[config.mk]
export PLATFORM = sky130hd
export DESIGN_NAME = imu_tcf_ctrl
export DESIGN_NICKNAME = d
export VERILOG_FILES = /design/src/rtl/core/imu_tcf_pkg.sv /design/src/rtl/core/imu_tcf_ctrl.sv
export SDC_FILE = /design/constraint.sdc
export NUM_CORES = 1
export LEC_CHECK = 0
export ABC_AREA = 0
export BUFFER_PORTS_ARGS = -buffer_cell sky130_fd_sc_hd__buf_2
export CAP_MARGIN = 10
export CORE_MARGIN = 10
export CORE_UTILIZATION = 58
export CTS_BUF_LIST = sky130_fd_sc_hd__clkbuf_4 sky130_fd_sc_hd__clkbuf_8 sky130_fd_sc_hd__clkbuf_16
export DETAILED_ROUTE_END_ITERATION = 8
export GPL_TIMING_DRIVEN = 0
export PLACE_DENSITY = 0.77
export SYNTH_ARGS = -nofsm -noshare
export SYNTH_HDL_FRONTEND = slang
export SYNTH_SLANG_ARGS = --single-unit
[constraint.sdc]
create_clock -name clk -period 5.6 [get_ports clk]
set_clock_uncertainty 0.15 [all_clocks]
set_input_delay 0.28 -clock clk [delete_from_list [all_inputs] [get_ports clk]]
set_output_delay 0.28 -clock clk [all_outputs]
set_load 0.02 [all_outputs]
[src/rtl/core/imu_tcf_pkg.sv]
// Package for the IMU tilt complementary filter: constants, types and the
// CORDIC arctangent table. No dependencies.
`default_nettype none
package imu_tcf_pkg;

    localparam int CordicSteps = 16;
    localparam int StepW       = $clog2(CordicSteps + 1);
    localparam int SqrtSteps   = 31;
    localparam int SqrtCntW    = $clog2(SqrtSteps + 1);

    localparam logic [15:0] AlphaReset = 16'd49874;
    localparam logic [16:0] OneQ16     = 17'd65536;
    localparam logic [16:0] WAcc       = 17'd1966;
    localparam logic [16:0] WEst       = 17'd63570;
    localparam logic [17:0] GyroDt     = 18'd167772;
    localparam logic signed [31:0] AccLim = 32'sd1073741824;

    // Datapath commands issued by the controller
    typedef enum logic [3:0] {
        CMD_NONE    = 4'd0,
        CMD_LOAD    = 4'd1,
        CMD_FILT    = 4'd2,
        CMD_SQ      = 4'd3,
        CMD_SQRT_I  = 4'd4,
        CMD_SQRT    = 4'd5,
        CMD_CORD_I  = 4'd6,
        CMD_CORD    = 4'd7,
        CMD_FUSE_A  = 4'd8,
        CMD_FUSE_B  = 4'd9,
        CMD_FUSE_C  = 4'd10,
        CMD_OUT     = 4'd11
    } cmd_t;

    typedef struct packed {
        cmd_t        cmd;
        logic [1:0]  axis;   // filter axis, or 0 = pitch / 1 = roll
    } ctrl_t;

    typedef struct packed {
        logic sqrt_done;
        logic cord_done;
    } stat_t;

    function automatic logic signed [31:0] atan_lut(input logic [4:0] i);
        logic signed [31:0] r;
        case (i)
            5'd0:  r = 32'sd2949120;  5'd1:  r = 32'sd1740967;
            5'd2:  r = 32'sd919879;   5'd3:  r = 32'sd466945;
            5'd4:  r = 32'sd234379;   5'd5:  r = 32'sd117304;
            5'd6:  r = 32'sd58666;    5'd7:  r = 32'sd29335;
            5'd8:  r = 32'sd14668;    5'd9:  r = 32'sd7334;
            5'd10: r = 32'sd3667;     5'd11: r = 32'sd1833;
            5'd12: r = 32'sd917;      5'd13: r = 32'sd458;
            5'd14: r = 32'sd229;      5'd15: r = 32'sd115;
            5'd16: r = 32'sd57;       5'd17: r = 32'sd29;
            5'd18: r = 32'sd14;       5'd19: r = 32'sd7;
            5'd20: r = 32'sd4;        5'd21: r = 32'sd2;
            5'd22: r = 32'sd1;        default: r = 32'sd0;
        endcase
        return r;
    endfunction

endpackage
`default_nettype wire

[src/rtl/core/imu_tcf_ctrl.sv]
// Controller for the IMU tilt filter: sequences filter, square root,
// CORDIC and fuse steps. Depends on imu_tcf_pkg.
`default_nettype none
module imu_tcf_ctrl
    import imu_tcf_pkg::*;
(
    input  wire logic  clk,
    input  wire logic  rst_n,
    input  wire logic  in_go,
    input  wire logic  out_free,
    input  wire stat_t stat,
    output ctrl_t      ctrl,
    output logic       busy,
    output logic       out_load
);

    typedef enum logic [10:0] {
        S_IDLE   = 11'b00000000001,
        S_FILT   = 11'b00000000010,
        S_SQ     = 11'b00000000100,
        S_SQRTI  = 11'b00000001000,
        S_SQRT   = 11'b00000010000,
        S_CORDI  = 11'b00000100000,
        S_CORD   = 11'b00001000000,
        S_FA     = 11'b00010000000,
        S_FB     = 11'b00100000000,
        S_FC     = 11'b01000000000,
        S_OUT    = 11'b10000000000
    } state_t;

    state_t     state_reg, state_next;
    logic [1:0] axis_reg, axis_next;

    always_ff @(posedge clk or negedge rst_n)
    begin
        if (!rst_n)
        begin
            state_reg <= S_IDLE;
            axis_reg  <= 2'd0;
        end
        else
        begin
            state_reg <= state_next;
            axis_reg  <= axis_next;
        end
    end

    always_comb
    begin
        state_next = state_reg;
        axis_next  = axis_reg;
        ctrl.cmd   = CMD_NONE;
        ctrl.axis  = axis_reg;
        out_load   = 1'b0;
        case (state_reg)
            S_IDLE:
            begin
                if (in_go)
                begin
                    ctrl.cmd   = CMD_LOAD;
                    axis_next  = 2'd0;
                    state_next = S_FILT;
                end
            end
            S_FILT:
            begin
                ctrl.cmd = CMD_FILT;
                if (axis_reg == 2'd2)
                begin
                    axis_next  = 2'd0;
                    state_next = S_SQ;
                end
                else
                    axis_next = axis_reg + 2'd1;
            end
            S_SQ:
            begin
                ctrl.cmd   = CMD_SQ;
                state_next = S_SQRTI;
            end
            S_SQRTI:
            begin
                ctrl.cmd   = CMD_SQRT_I;
                state_next = S_SQRT;
            end
            S_SQRT:
            begin
                ctrl.cmd = CMD_SQRT;
                if (stat.sqrt_done)
                    state_next = S_CORDI;
            end
            S_CORDI:
            begin
                ctrl.cmd   = CMD_CORD_I;
                state_next = S_CORD;
            end
            S_CORD:
            begin
                ctrl.cmd = CMD_CORD;
                if (stat.cord_done)
                    state_next = S_FA;
            end
            S_FA:
            begin
                ctrl.cmd   = CMD_FUSE_A;
                state_next = S_FB;
            end
            S_FB:
            begin
                ctrl.cmd   = CMD_FUSE_B;
                state_next = S_FC;
            end
            S_FC:
            begin
                ctrl.cmd = CMD_FUSE_C;
                if (axis_reg == 2'd1)
                    state_next = S_OUT;
                else
                begin
                    axis_next  = 2'd1;
                    state_next = S_SQ;
                end
            end
            S_OUT:
            begin
                // hold until the output register is free
                if (out_free)
                begin
                    ctrl.cmd   = CMD_OUT;
                    out_load   = 1'b1;
                    state_next = S_IDLE;
                end
            end
            default: state_next = S_IDLE;
        endcase
    end

    assign busy = (state_reg != S_IDLE);

endmodule
`default_nettype wire

# Word level (Yosys, flattened, before mapping)
# Index checks and enable logic that the tools add are counted.
[totals] out_inout_bits=8 input_bits=6 ff_bits=13 elab_cells=42
[classes] eq_ne=20 addsub=1 reduce_logical=3 n_mux=16
[ops] operator="$pmux W11 S11" count=1
[ops] operator="$mux W11" count=6
[ops] operator="$pmux W4 S11" count=1
[ops] operator="$ne A2 B2 Y1 const B" count=6
[ops] operator="$eq A11 B1 Y1 const B" count=1
[ops] operator="$eq A11 B10 Y1 const B" count=1
[ops] operator="$eq A11 B11 Y1 const B" count=1
[ops] operator="$eq A11 B2 Y1 const B" count=1
[ops] operator="$eq A11 B3 Y1 const B" count=1
[ops] operator="$eq A11 B4 Y1 const B" count=1
[ops] operator="$eq A11 B5 Y1 const B" count=1
[ops] operator="$eq A11 B6 Y1 const B" count=1
[ops] operator="$eq A11 B7 Y1 const B" count=1
[ops] operator="$eq A11 B8 Y1 const B" count=1
[ops] operator="$eq A11 B9 Y1 const B" count=1
[ops] operator="$ne A11 B1 Y1 const B" count=1
[ops] operator="$mux W2" count=3
[ops] operator="$pmux W2 S3" count=1
[ops] operator="$reduce_and A5 Y1" count=1
[ops] operator="$mux W4" count=1
[ops] operator="$mux W1" count=3
[ops] operator="$reduce_and A3 Y1" count=1
[ops] operator="$reduce_bool A3 Y1" count=1
[ops] operator="$add A2 B1 Y2 const B" count=1
[ops] operator="other kinds (2)" count=2

# Depth between registers and ports, before layout
# Gate-level depths: netlist of the first run.
[depth] ltp_word=3 ltp_mapped=6 ltp_nobuf=5

# Worst setup path before layout of the first run
# No wires, ideal clock.
[synth_timing] path_kind="register to output" start="register state_reg[5]" end="output port ctrl[3] in the netlist's numbering" stages_incl_launch_ff=7 arrival_ns=1.996 setup_slack_ns=3.174 required_time_ns=5.170 n_path_buf=1 cell_sequence="dfrtp_1 buf_6 or4_4 or3_4 nor2_1 a31oi_1 nand2_1"
[synth_lines] element="from (decl)" line="imu_tcf_ctrl.sv:31" source="state_t state_reg, state_next;"
[synth_lines] element="from (signal assigned)" line="imu_tcf_ctrl.sv:43" source="state_reg <= state_next;"
[synth_lines] element="to (decl)" line="imu_tcf_ctrl.sv:12" source="output ctrl_t ctrl,"

==> results of run 1 <==
worst max-delay path by stage:
stage	start	end	slack [ps]	cells past startpoint
floorplan	state_reg[5]	ctrl[3]	3170	6
global placement	state_reg[5]	state_reg[2]	3190	6
detailed placement	state_reg[5]	state_reg[2]	3210	6
CTS	state_reg[5]	ctrl[2]	2900	6
global route	state_reg[5]	ctrl[2]	2670	6
finish	state_reg[5]	ctrl[2]	2910	6
metal layers:
layer,track usage,vias to the layer above,part of all wire
met5,0,-,0
met4,0.0492,0,0.017
met3,0.0300,4,0.031
met2,0.209,17,0.47
met1,0.160,372,0.48
li1,-,398,-
critical path, stage by stage (launching register included):
cell,delay (ps)
dfrtp_1,370
buf_6,140
nor4_1,510
nand4_1,330
or2_2,390
nand3_1,80
buf_2,160
metrics by stage:
stage          worst slack (ps)  utilization  std cells  hold WS [ps]
2_1_floorplan              3170            -         96          -166
3_3_place_gp               3190        0.660        125          33.0
3_5_place_dp               3210        0.660        125          36.0
4_1_cts                    2900        0.687        130          60.9
5_1_grt                    2670        0.687        130          71.1
6_report                   2910        0.687        130          63.7
what timing repair did:
action                                 in CTS  in global routing
hold buffers                                1                  0
setup endpoints to repair                   0                  0
setup buffers                               0                  0
endpoints found under the hold margin      12                  0
layout make-up:
cell class	instances	area share
Clock buffer	4	0.0297
Inverter	2	0.00743
Buffer	4	0.0384
Tap cell	16	0.0198
Sequential cell	13	0.323
Multi-Input combinational cell	77	0.507
Timing Repair Buffer	14	0.0743
report_power, final:
group,internal (uW),switching [uW]
combinational,107,140
clock,32.5,31.5
sequential,115,18.4
cell families (layout without fill, tap and decap cells):
logic type,Yosys count,in the layout
simple gates,57,57
compound gates,15,15
flops,13,13
buf+inv,6,24
xor+xnor,4,4
mux,1,1
synth_stat cells (all sizes together):
cell     number  share of area
a21o          1         0.0099
a21oi         1         0.0056
a22oi         1         0.0085
a31oi         1         0.0071
and3          1         0.0071
buf           4          0.044
dfrtp        12           0.34
dfstp         1          0.030
inv           2         0.0085
mux2i         1          0.011
nand2         4          0.017
nand2b        7          0.049
nand3         7          0.054
nand3b        1         0.0085
nand4         3          0.021
nand4b        1         0.0099
nor2         12          0.051
nor2b         1         0.0071
nor3          4          0.023
nor3b         3          0.025
nor4          3          0.021
nor4b         1         0.0099
o21ai         4          0.023
o22ai         2          0.021
o2bb2ai       3          0.030
o311ai        1         0.0099
o32ai         1         0.0099
or2           1         0.0071
or3           2          0.021
or4           3          0.034
or4b          3          0.038
xnor2         3          0.030
xor2          1         0.0099
==> metrics.txt, run 1 <==
max_cap viols=0; H-Tree Depth=1; total grt overflow=0; sequential fraction of the synthesis area=0.369; DP HPWL=1.63 mm; Total Routing Usage GR=0.129; Post-Syn Area=886 um2; WP data arrival=2260 ps; CP endpoint kind=output pin; initial antenna violation count=0; largest net degree at the start of global routing=14; Power Dens Cells=439 nW/um2; Max clock buf depth=2; register area=327 um2; crit start category=flip-flop; Area after DPL=971 um2; RR Startpoint=state_reg[5]; drt wl/cell=~16 um; Hold Startpoint=in_go; RSZ-0062 raised after global routing=no; first-pass GRT wire length=between 3 and 4 mm; Synthesized Nets=between 100 and 150; TritonCTS clock tree=done; critical setup path kind=reg -> out; Hold Path End=state_reg[0]; worst-path maximum fanout=9; Slew HR=0.617; CTS buffer count=3; largest family of logic cells by synthesized area=simple AND/OR/NAND/NOR gates; Design Area, Final=1010 um2; FF+latch count, synth=13; Setup Viol. Count Final=0; clk sinks=13; FMAX=372 MHz; FF-to-FF setup slack=3190 ps; Yosys cell types=39; fillers=roughly 130; Hold Crit Class=in -> reg; core area=1470 um2; initial DRC count=24; worst path required time=5170 ps; Cell Rows=14; Mapped Avg Cell Area=9.23 um2; Antenna Cells=0; vias in the first global route=748; CTS resizes=0; multi-input logic area=513 um2; die width=around 60 um; Synth-to-Final Area Change=14.1%; hold path depth=2; RR Endpoint=state_reg[5]; via/cell ratio=6.08; Overall Power=444 uW; most common cell after layout, fill and taps aside=buf_2; layout cells sized above 1=0.289; Worst-Skew Late Latency=approximately 280 ps; setup_tns=0 ps; maximum VDD drop=between 0.0002 and 0.0003 V; Final Wtd Congestion=roughly 0.9; Post-Synth Adder-Cell Area=0; Final Critical Period=~2700 ps; Pre-antenna DRT Iters=6; Synth warnings=0; IO Count=14; input/output buffers=13; Initial Util=0.602; final WL=between 2 and 2.5 mm; post-synthesis mux area share=0.0113; Mapped Cells=96; vias=791; XOR/XNOR share of the synthesized area=0.0395; post-route ant nets=0; nets=121; commonest cells after routing, fill and taps aside=buf_2 (14), nor2_1 (12), dfrtp_1 (12); Tcrit/Tclk final=0.480; max reg flops=11; Fin. Hold Viols=0; die area=between 3000 and 4000 um2; Residual DRC=0; clock transition at the registers of the reported paths=approximately 70 ps; measured slew at the worst slew-check pin=569 ps; status=finished clean; Lkg Pwr=0.000486 uW; complex-gate fraction of the synthesized area=0.124; Max Slew Vio Count=0; Synth Area in Simple Gates=0.404; Root Buffer=clkbuf_4; Die Y=59.1 um; Worst R2R Path Depth=6
(Power assumes the default switching activity.)
==> run 2, diff against run 1 <==
Settings changed: ABC_AREA 0 to 1, CORE_UTILIZATION 58 to 53, PLACE_DENSITY 0.77 to 0.72.
Clock period 5.6 ns to 2.65 ns, I/O delays scaled along.
==> run 2 against run 1 <==
Final cell count increased by 17%. Synthesized area is 7.8% lower. Routed wire length decreased by 16%. Critical endpoint unchanged. Largest power group unchanged. Highest routed layer unchanged.
==> metrics.txt, run 2 <==
Post-Synth Adder-Cell Area=0; layout cells sized above 1=0.243; internal power=453 uW; die width=59.3 um; Synth area leaders=dfrtp_1 (37%), nand2_1 (12%), inv_1 (9.2%); via/cell ratio=5.03; Power Dens Cells=861 nW/um2; Comb pwr share=0.515; most common cell in the netlist=nand2_1; Worst-Skew Late Latency=270 ps; Synth Area in Simple Gates=0.449; Slew HR=0.807; top_reg_cell synth=dfrtp_1; setup repair bufs after CTS=0; Yosys top cell by area=dfrtp_1; H-Tree Depth=1; Final Critical Period=~2000 ps; max_cap viols=0; commonest cells after routing, fill and taps aside=nand2_1 (27), inv_1 (20), nor2_1 (17); Place WS=approximately 1000 ps; FF+latch count, synth=13; CTS Hold Buffers Added=2; core area=1490 um2; Mapped Avg Cell Area=~7.0 um2; switching power=roughly 370 uW; CTS resizes=0; total grt overflow=0; post-synthesis mux area share=0; max reg flops=11; worst-path maximum fanout=6; sw frac=0.447; Cell Rows=14; drt wl/cell=approximately 11 um; measured slew at the worst slew-check pin=289 ps; Antenna Cells=0; Seq pwr share=0.327; first-pass GRT wire length=3.06 mm; Synth warnings=0; Initial Util=0.549; Pre-antenna DRT Iters=4; commonest cells in the netlist=nand2_1 (27), inv_1 (20), nor2_1 (17); crit path launch=state_reg[9]; TritonCTS clock tree=done; Final Wtd Congestion=0.874; initial DRC count=9; RR Startpoint=state_reg[9]; IO Count=14; vias in the first global route=725; input/output buffers=13; most common cell after layout, fill and taps aside=nand2_1; Hold Crit Class=in -> reg; DP HPWL=1.46 mm; largest family of logic cells by synthesized area=simple AND/OR/NAND/NOR gates; clock transition at the registers of the reported paths=roughly 80 ps; Lkg Pwr=0.000588 uW; post-route ant nets=0; maximum VDD drop=0.000530 V; setup ws final=686 ps; worst path required time=2370 ps; CTS buffer count=3; largest net degree at the start of global routing=14; vias=765; Post-Syn Area=817 um2; FMAX=509 MHz; die area=3510 um2; Total Routing Usage GR=0.108; clk sinks=13; XOR/XNOR share of the synthesized area=0; crit start category=flip-flop; critical setup path kind=reg -> out; Synthesized Nets=123; Mapped Cells=117; sequential fraction of the synthesis area=0.400; Synth-to-Final Area Change=16.5%; Non-Filler Instances=between 150 and 200; WP data arrival=1680 ps; Async SR Flop Fraction=1.00; Max clock buf depth=2; DP Cell Count=146; top-area cell type share of the netlist area=0.368; complex-gate fraction of the synthesized area=0.0597; Root Buffer=clkbuf_4; Max Slew Vio Count=0; CP endpoint kind=output pin; Tcrit/Tclk final=0.741; Die Y=about 59 um; nets=between 100 and 150; Hold Startpoint=in_go; initial antenna violation count=0; Fin. Hold Viols=0; Setup Viol. Count Final=0; Yosys cell types=18; final WL=about 1.7 mm; RSZ-0062 raised after global routing=no; status=finished clean; Residual DRC=0; clock share of power=0.158; setup_tns=0 ps; EDFF count, synth=0
[run 2: area by class of cell]
class / instances / area, um2
timing repair buffer: 15 / 85.1
clock buffer: 4 / 30.0
sequential: 13 / 327
inverter: 20 / 75.1
fill: 137 / 537
multi-input combinational: 84 / 415
tap: 16 / 20.0
[run 2: worst max-delay path, stage by stage (launching register included)]
cell and delay, ps:
dfrtp_1 420, nor2_2 130, nand2_2 100, nor2_4 180, nand2_1 140, nor2_1 140
nor2_1 70, nand4_1 60, buf_2 170
[run 2: metal layers]
metal,wire length [um],vias to the layer above,GRT usage
met2,838,11,0.174
met4,16,0,0.0295
met3,53,2,0.0279
li1,-,403,-
met5,0,-,0
met1,808,349,0.138
[run 2: worst paths after layout]
check | endpoint | slack (ps) | cells past startpoint
max in group asynchronous | state_reg[0] | 1950 | 2
hold / removal | state_reg[1] | 10 | 3
min in group asynchronous | state_reg[6] | 120 | 2
hold reg to reg | axis_reg[1] | 440 | 2
setup / recovery | ctrl[2] | 690 | 8
setup reg to reg | axis_reg[0] | 1050 | 8
[run 2: power by group through the flow]
stage | registers, uW | logic [uW] | clock network (uW)
floorplan | 286 | 305 | 0
finish | 268 | 423 | 129
global placement | 270 | 418 | 0
CTS | 269 | 426 | 133
detailed placement | 271 | 424 | 0
global route | 277 | 475 | 146
[run 2: cell families (layout without fill, tap and decap cells)]
logic type	after synthesis	count (layout)
AO/OA/AOI/OAI	9	9
flip-flops	13	13
AND/OR/NAND/NOR	75	75
buffers and inverters	20	39
[run 2: metrics by stage]
step	cell area [um2]	power (uW)	utilization	hold WS, ps
2_1_floorplan	817	591	-	-313
3_3_place_gp	902	688	0.606	-118
3_5_place_dp	902	695	0.606	-115
4_1_cts	952	827	0.639	8.11
5_1_grt	952	898	0.639	26.9
6_report	952	820	0.639	11.7
==> run 3, diff against run 2 <==
Settings changed: CORE_UTILIZATION 53 to 48, PLACE_DENSITY 0.72 to 0.69.
Clock period 2.65 ns to 1.6 ns, I/O delays scaled along.
==> run 3 against run 2 <==
The run now ends with setup timing left. Critical endpoint unchanged. Global-route usage grew 0.85 points. Clock power increased by 74%. Register-to-register slack worse by 1200 ps. Utilization up 7.6 points. First-iteration DRC count increased to 4.1 times the previous value. Critical path depth stayed put. Non-clock buffer count rose by 11. Routed wire length increased by 26%. Die area is 6.8% higher. Final cell count rose by 7.2%.
==> metrics.txt, run 3 (synthesized netlist as in run 2, its figures left out) <==
post-route ant nets=0; largest net degree at the start of global routing=14; die width=61.3 um; max reg flops=11; Worst-Skew Late Latency=280 ps; input/output buffers=13; most common cell after layout, fill and taps aside=nand2_1; clock share of power=0.137; Fin. Hold Viols=0; WP data arrival=1630 ps; Hold Crit Class=in -> reg; vias in the first global route=around 800; Setup Viol. Count Final=13; switching power=approximately 720 uW; core area=1560 um2; maximum VDD drop=between 0.001 and 0.0015 V; Root Buffer=clkbuf_4; layout cells sized above 1=0.374; Non-Filler Instances=163; GR peak layer=met2; RSZ-0062 raised after global routing=yes; RR Startpoint=state_reg[10]; M2 GR Usage=0.192; max_cap viols=0; Tcrit/Tclk final=1.16; Power Dens Cells=1460 nW/um2; worst path required time=roughly 1400 ps; drt wl/cell=13.3 um; Synth-to-Final Area Change=36.6%; vias=about 870; sw frac=0.443; Slew HR=0.773; first-pass GRT wire length=3.35 mm; Seq pwr share=0.272; IO Count=14; CP endpoint kind=output pin; via/cell ratio=5.31; M3 GR Usage=0.0391; Total Routing Usage GR=0.117; internal power=just over 900 uW; Max Slew Vio Count=0; FMAX=around 540 MHz; Residual DRC=0; TritonCTS clock tree=done; setup ws final=-260 ps; Lkg Pwr=0.000663 uW; initial DRC count=37; DP HPWL=1.46 mm; critical setup path kind=reg -> out; Hold Startpoint=out_free; crit start category=flip-flop; Antenna Cells=0; final WL=between 2 and 2.5 mm; CTS buffer count=3; total grt overflow=0; status=finished with violations; Cell Rows=14; Comb pwr share=0.591; DP Cell Count=146; measured slew at the worst slew-check pin=340 ps; Pre-antenna DRT Iters=4; H-Tree Depth=1; failing checks=setup timing; Die Y=61.3 um; commonest cells after routing, fill and taps aside=nand2_1 (21), inv_1 (20), nor2_1 (15); Initial Util=0.524; Final Critical Period=1860 ps; initial antenna violation count=0; crit path launch=state_reg[10]; Max clock buf depth=2; fillers=124; clk sinks=13; nets=154; Final Wtd Congestion=0.851; worst-path maximum fanout=6; M1 GR Usage=0.137; die area=3750 um2; setup_tns=-1830 ps; clock transition at the registers of the reported paths=80 ps; Overall Power=1630 uW
## run 3: stage by stage
step                hold WS [ps]  worst slack (ps)  area [um2]  utilization
floorplan                   -366              32.4         817            -
finish                      23.2              -260        1120        0.716
global route                75.0              -368        1120        0.716
CTS                         11.9              -246        1060        0.683
global placement            -165              19.6         902        0.579
detailed placement          -164             -16.4         902        0.579
## run 3: power by group through the flow
stage / Clock, uW / Sequential [uW] / Combinational, uW
finish: 224 / 443 / 964
global placement: 0 / 449 / 697
global route: 235 / 456 / 1050
CTS: 224 / 444 / 863
floorplan: 0 / 474 / 505
detailed placement: 0 / 451 / 702
## run 3: per-layer routing
metal | vias up | wire (um)
met4 | 0 | 27
li1 | 427 | -
met3 | 6 | 152
met5 | - | 0
met1 | 403 | 917
met2 | 30 | 1060
## run 3: timing repair
item,in CTS,in global routing
endpoints found under the hold margin,16,0
resized for setup,13,9
hold buffers,4,0
pin swaps,5,7
buffers inserted,7,2
setup endpoints to repair,12,14
## run 3: critical path, cell delays in order (launching register included)
cell and delay, ps:
dfrtp_1 410, nor2_2 130, nand2_2 100, nor2_4 230, nand2_2 120, nor2_2 120, nor2_2 50, nand4_1 80
buf_6 130
## run 3: final timing paths
check / endpoint / slack [ps] / cells after the start
worst max register to register: state_reg[3] / -130 / 9
min in group asynchronous: state_reg[5] / 60 / 2
worst max-delay path: ctrl[2] / -260 / 8
worst min register to register: axis_reg[1] / 420 / 2
worst min-delay path: state_reg[10] / 20 / 3
max in group asynchronous: state_reg[0] / 960 / 2
## run 3: area by class of cell
type | count | area [um2] | area share
inverter | 20 | 75.1 | 0.0673
sequential | 13 | 327 | 0.293
clock buffer | 4 | 30.0 | 0.0269
timing repair buffer | 26 | 195 | 0.175
multi-input combinational | 84 | 469 | 0.420
tap | 16 | 20.0 | 0.0179
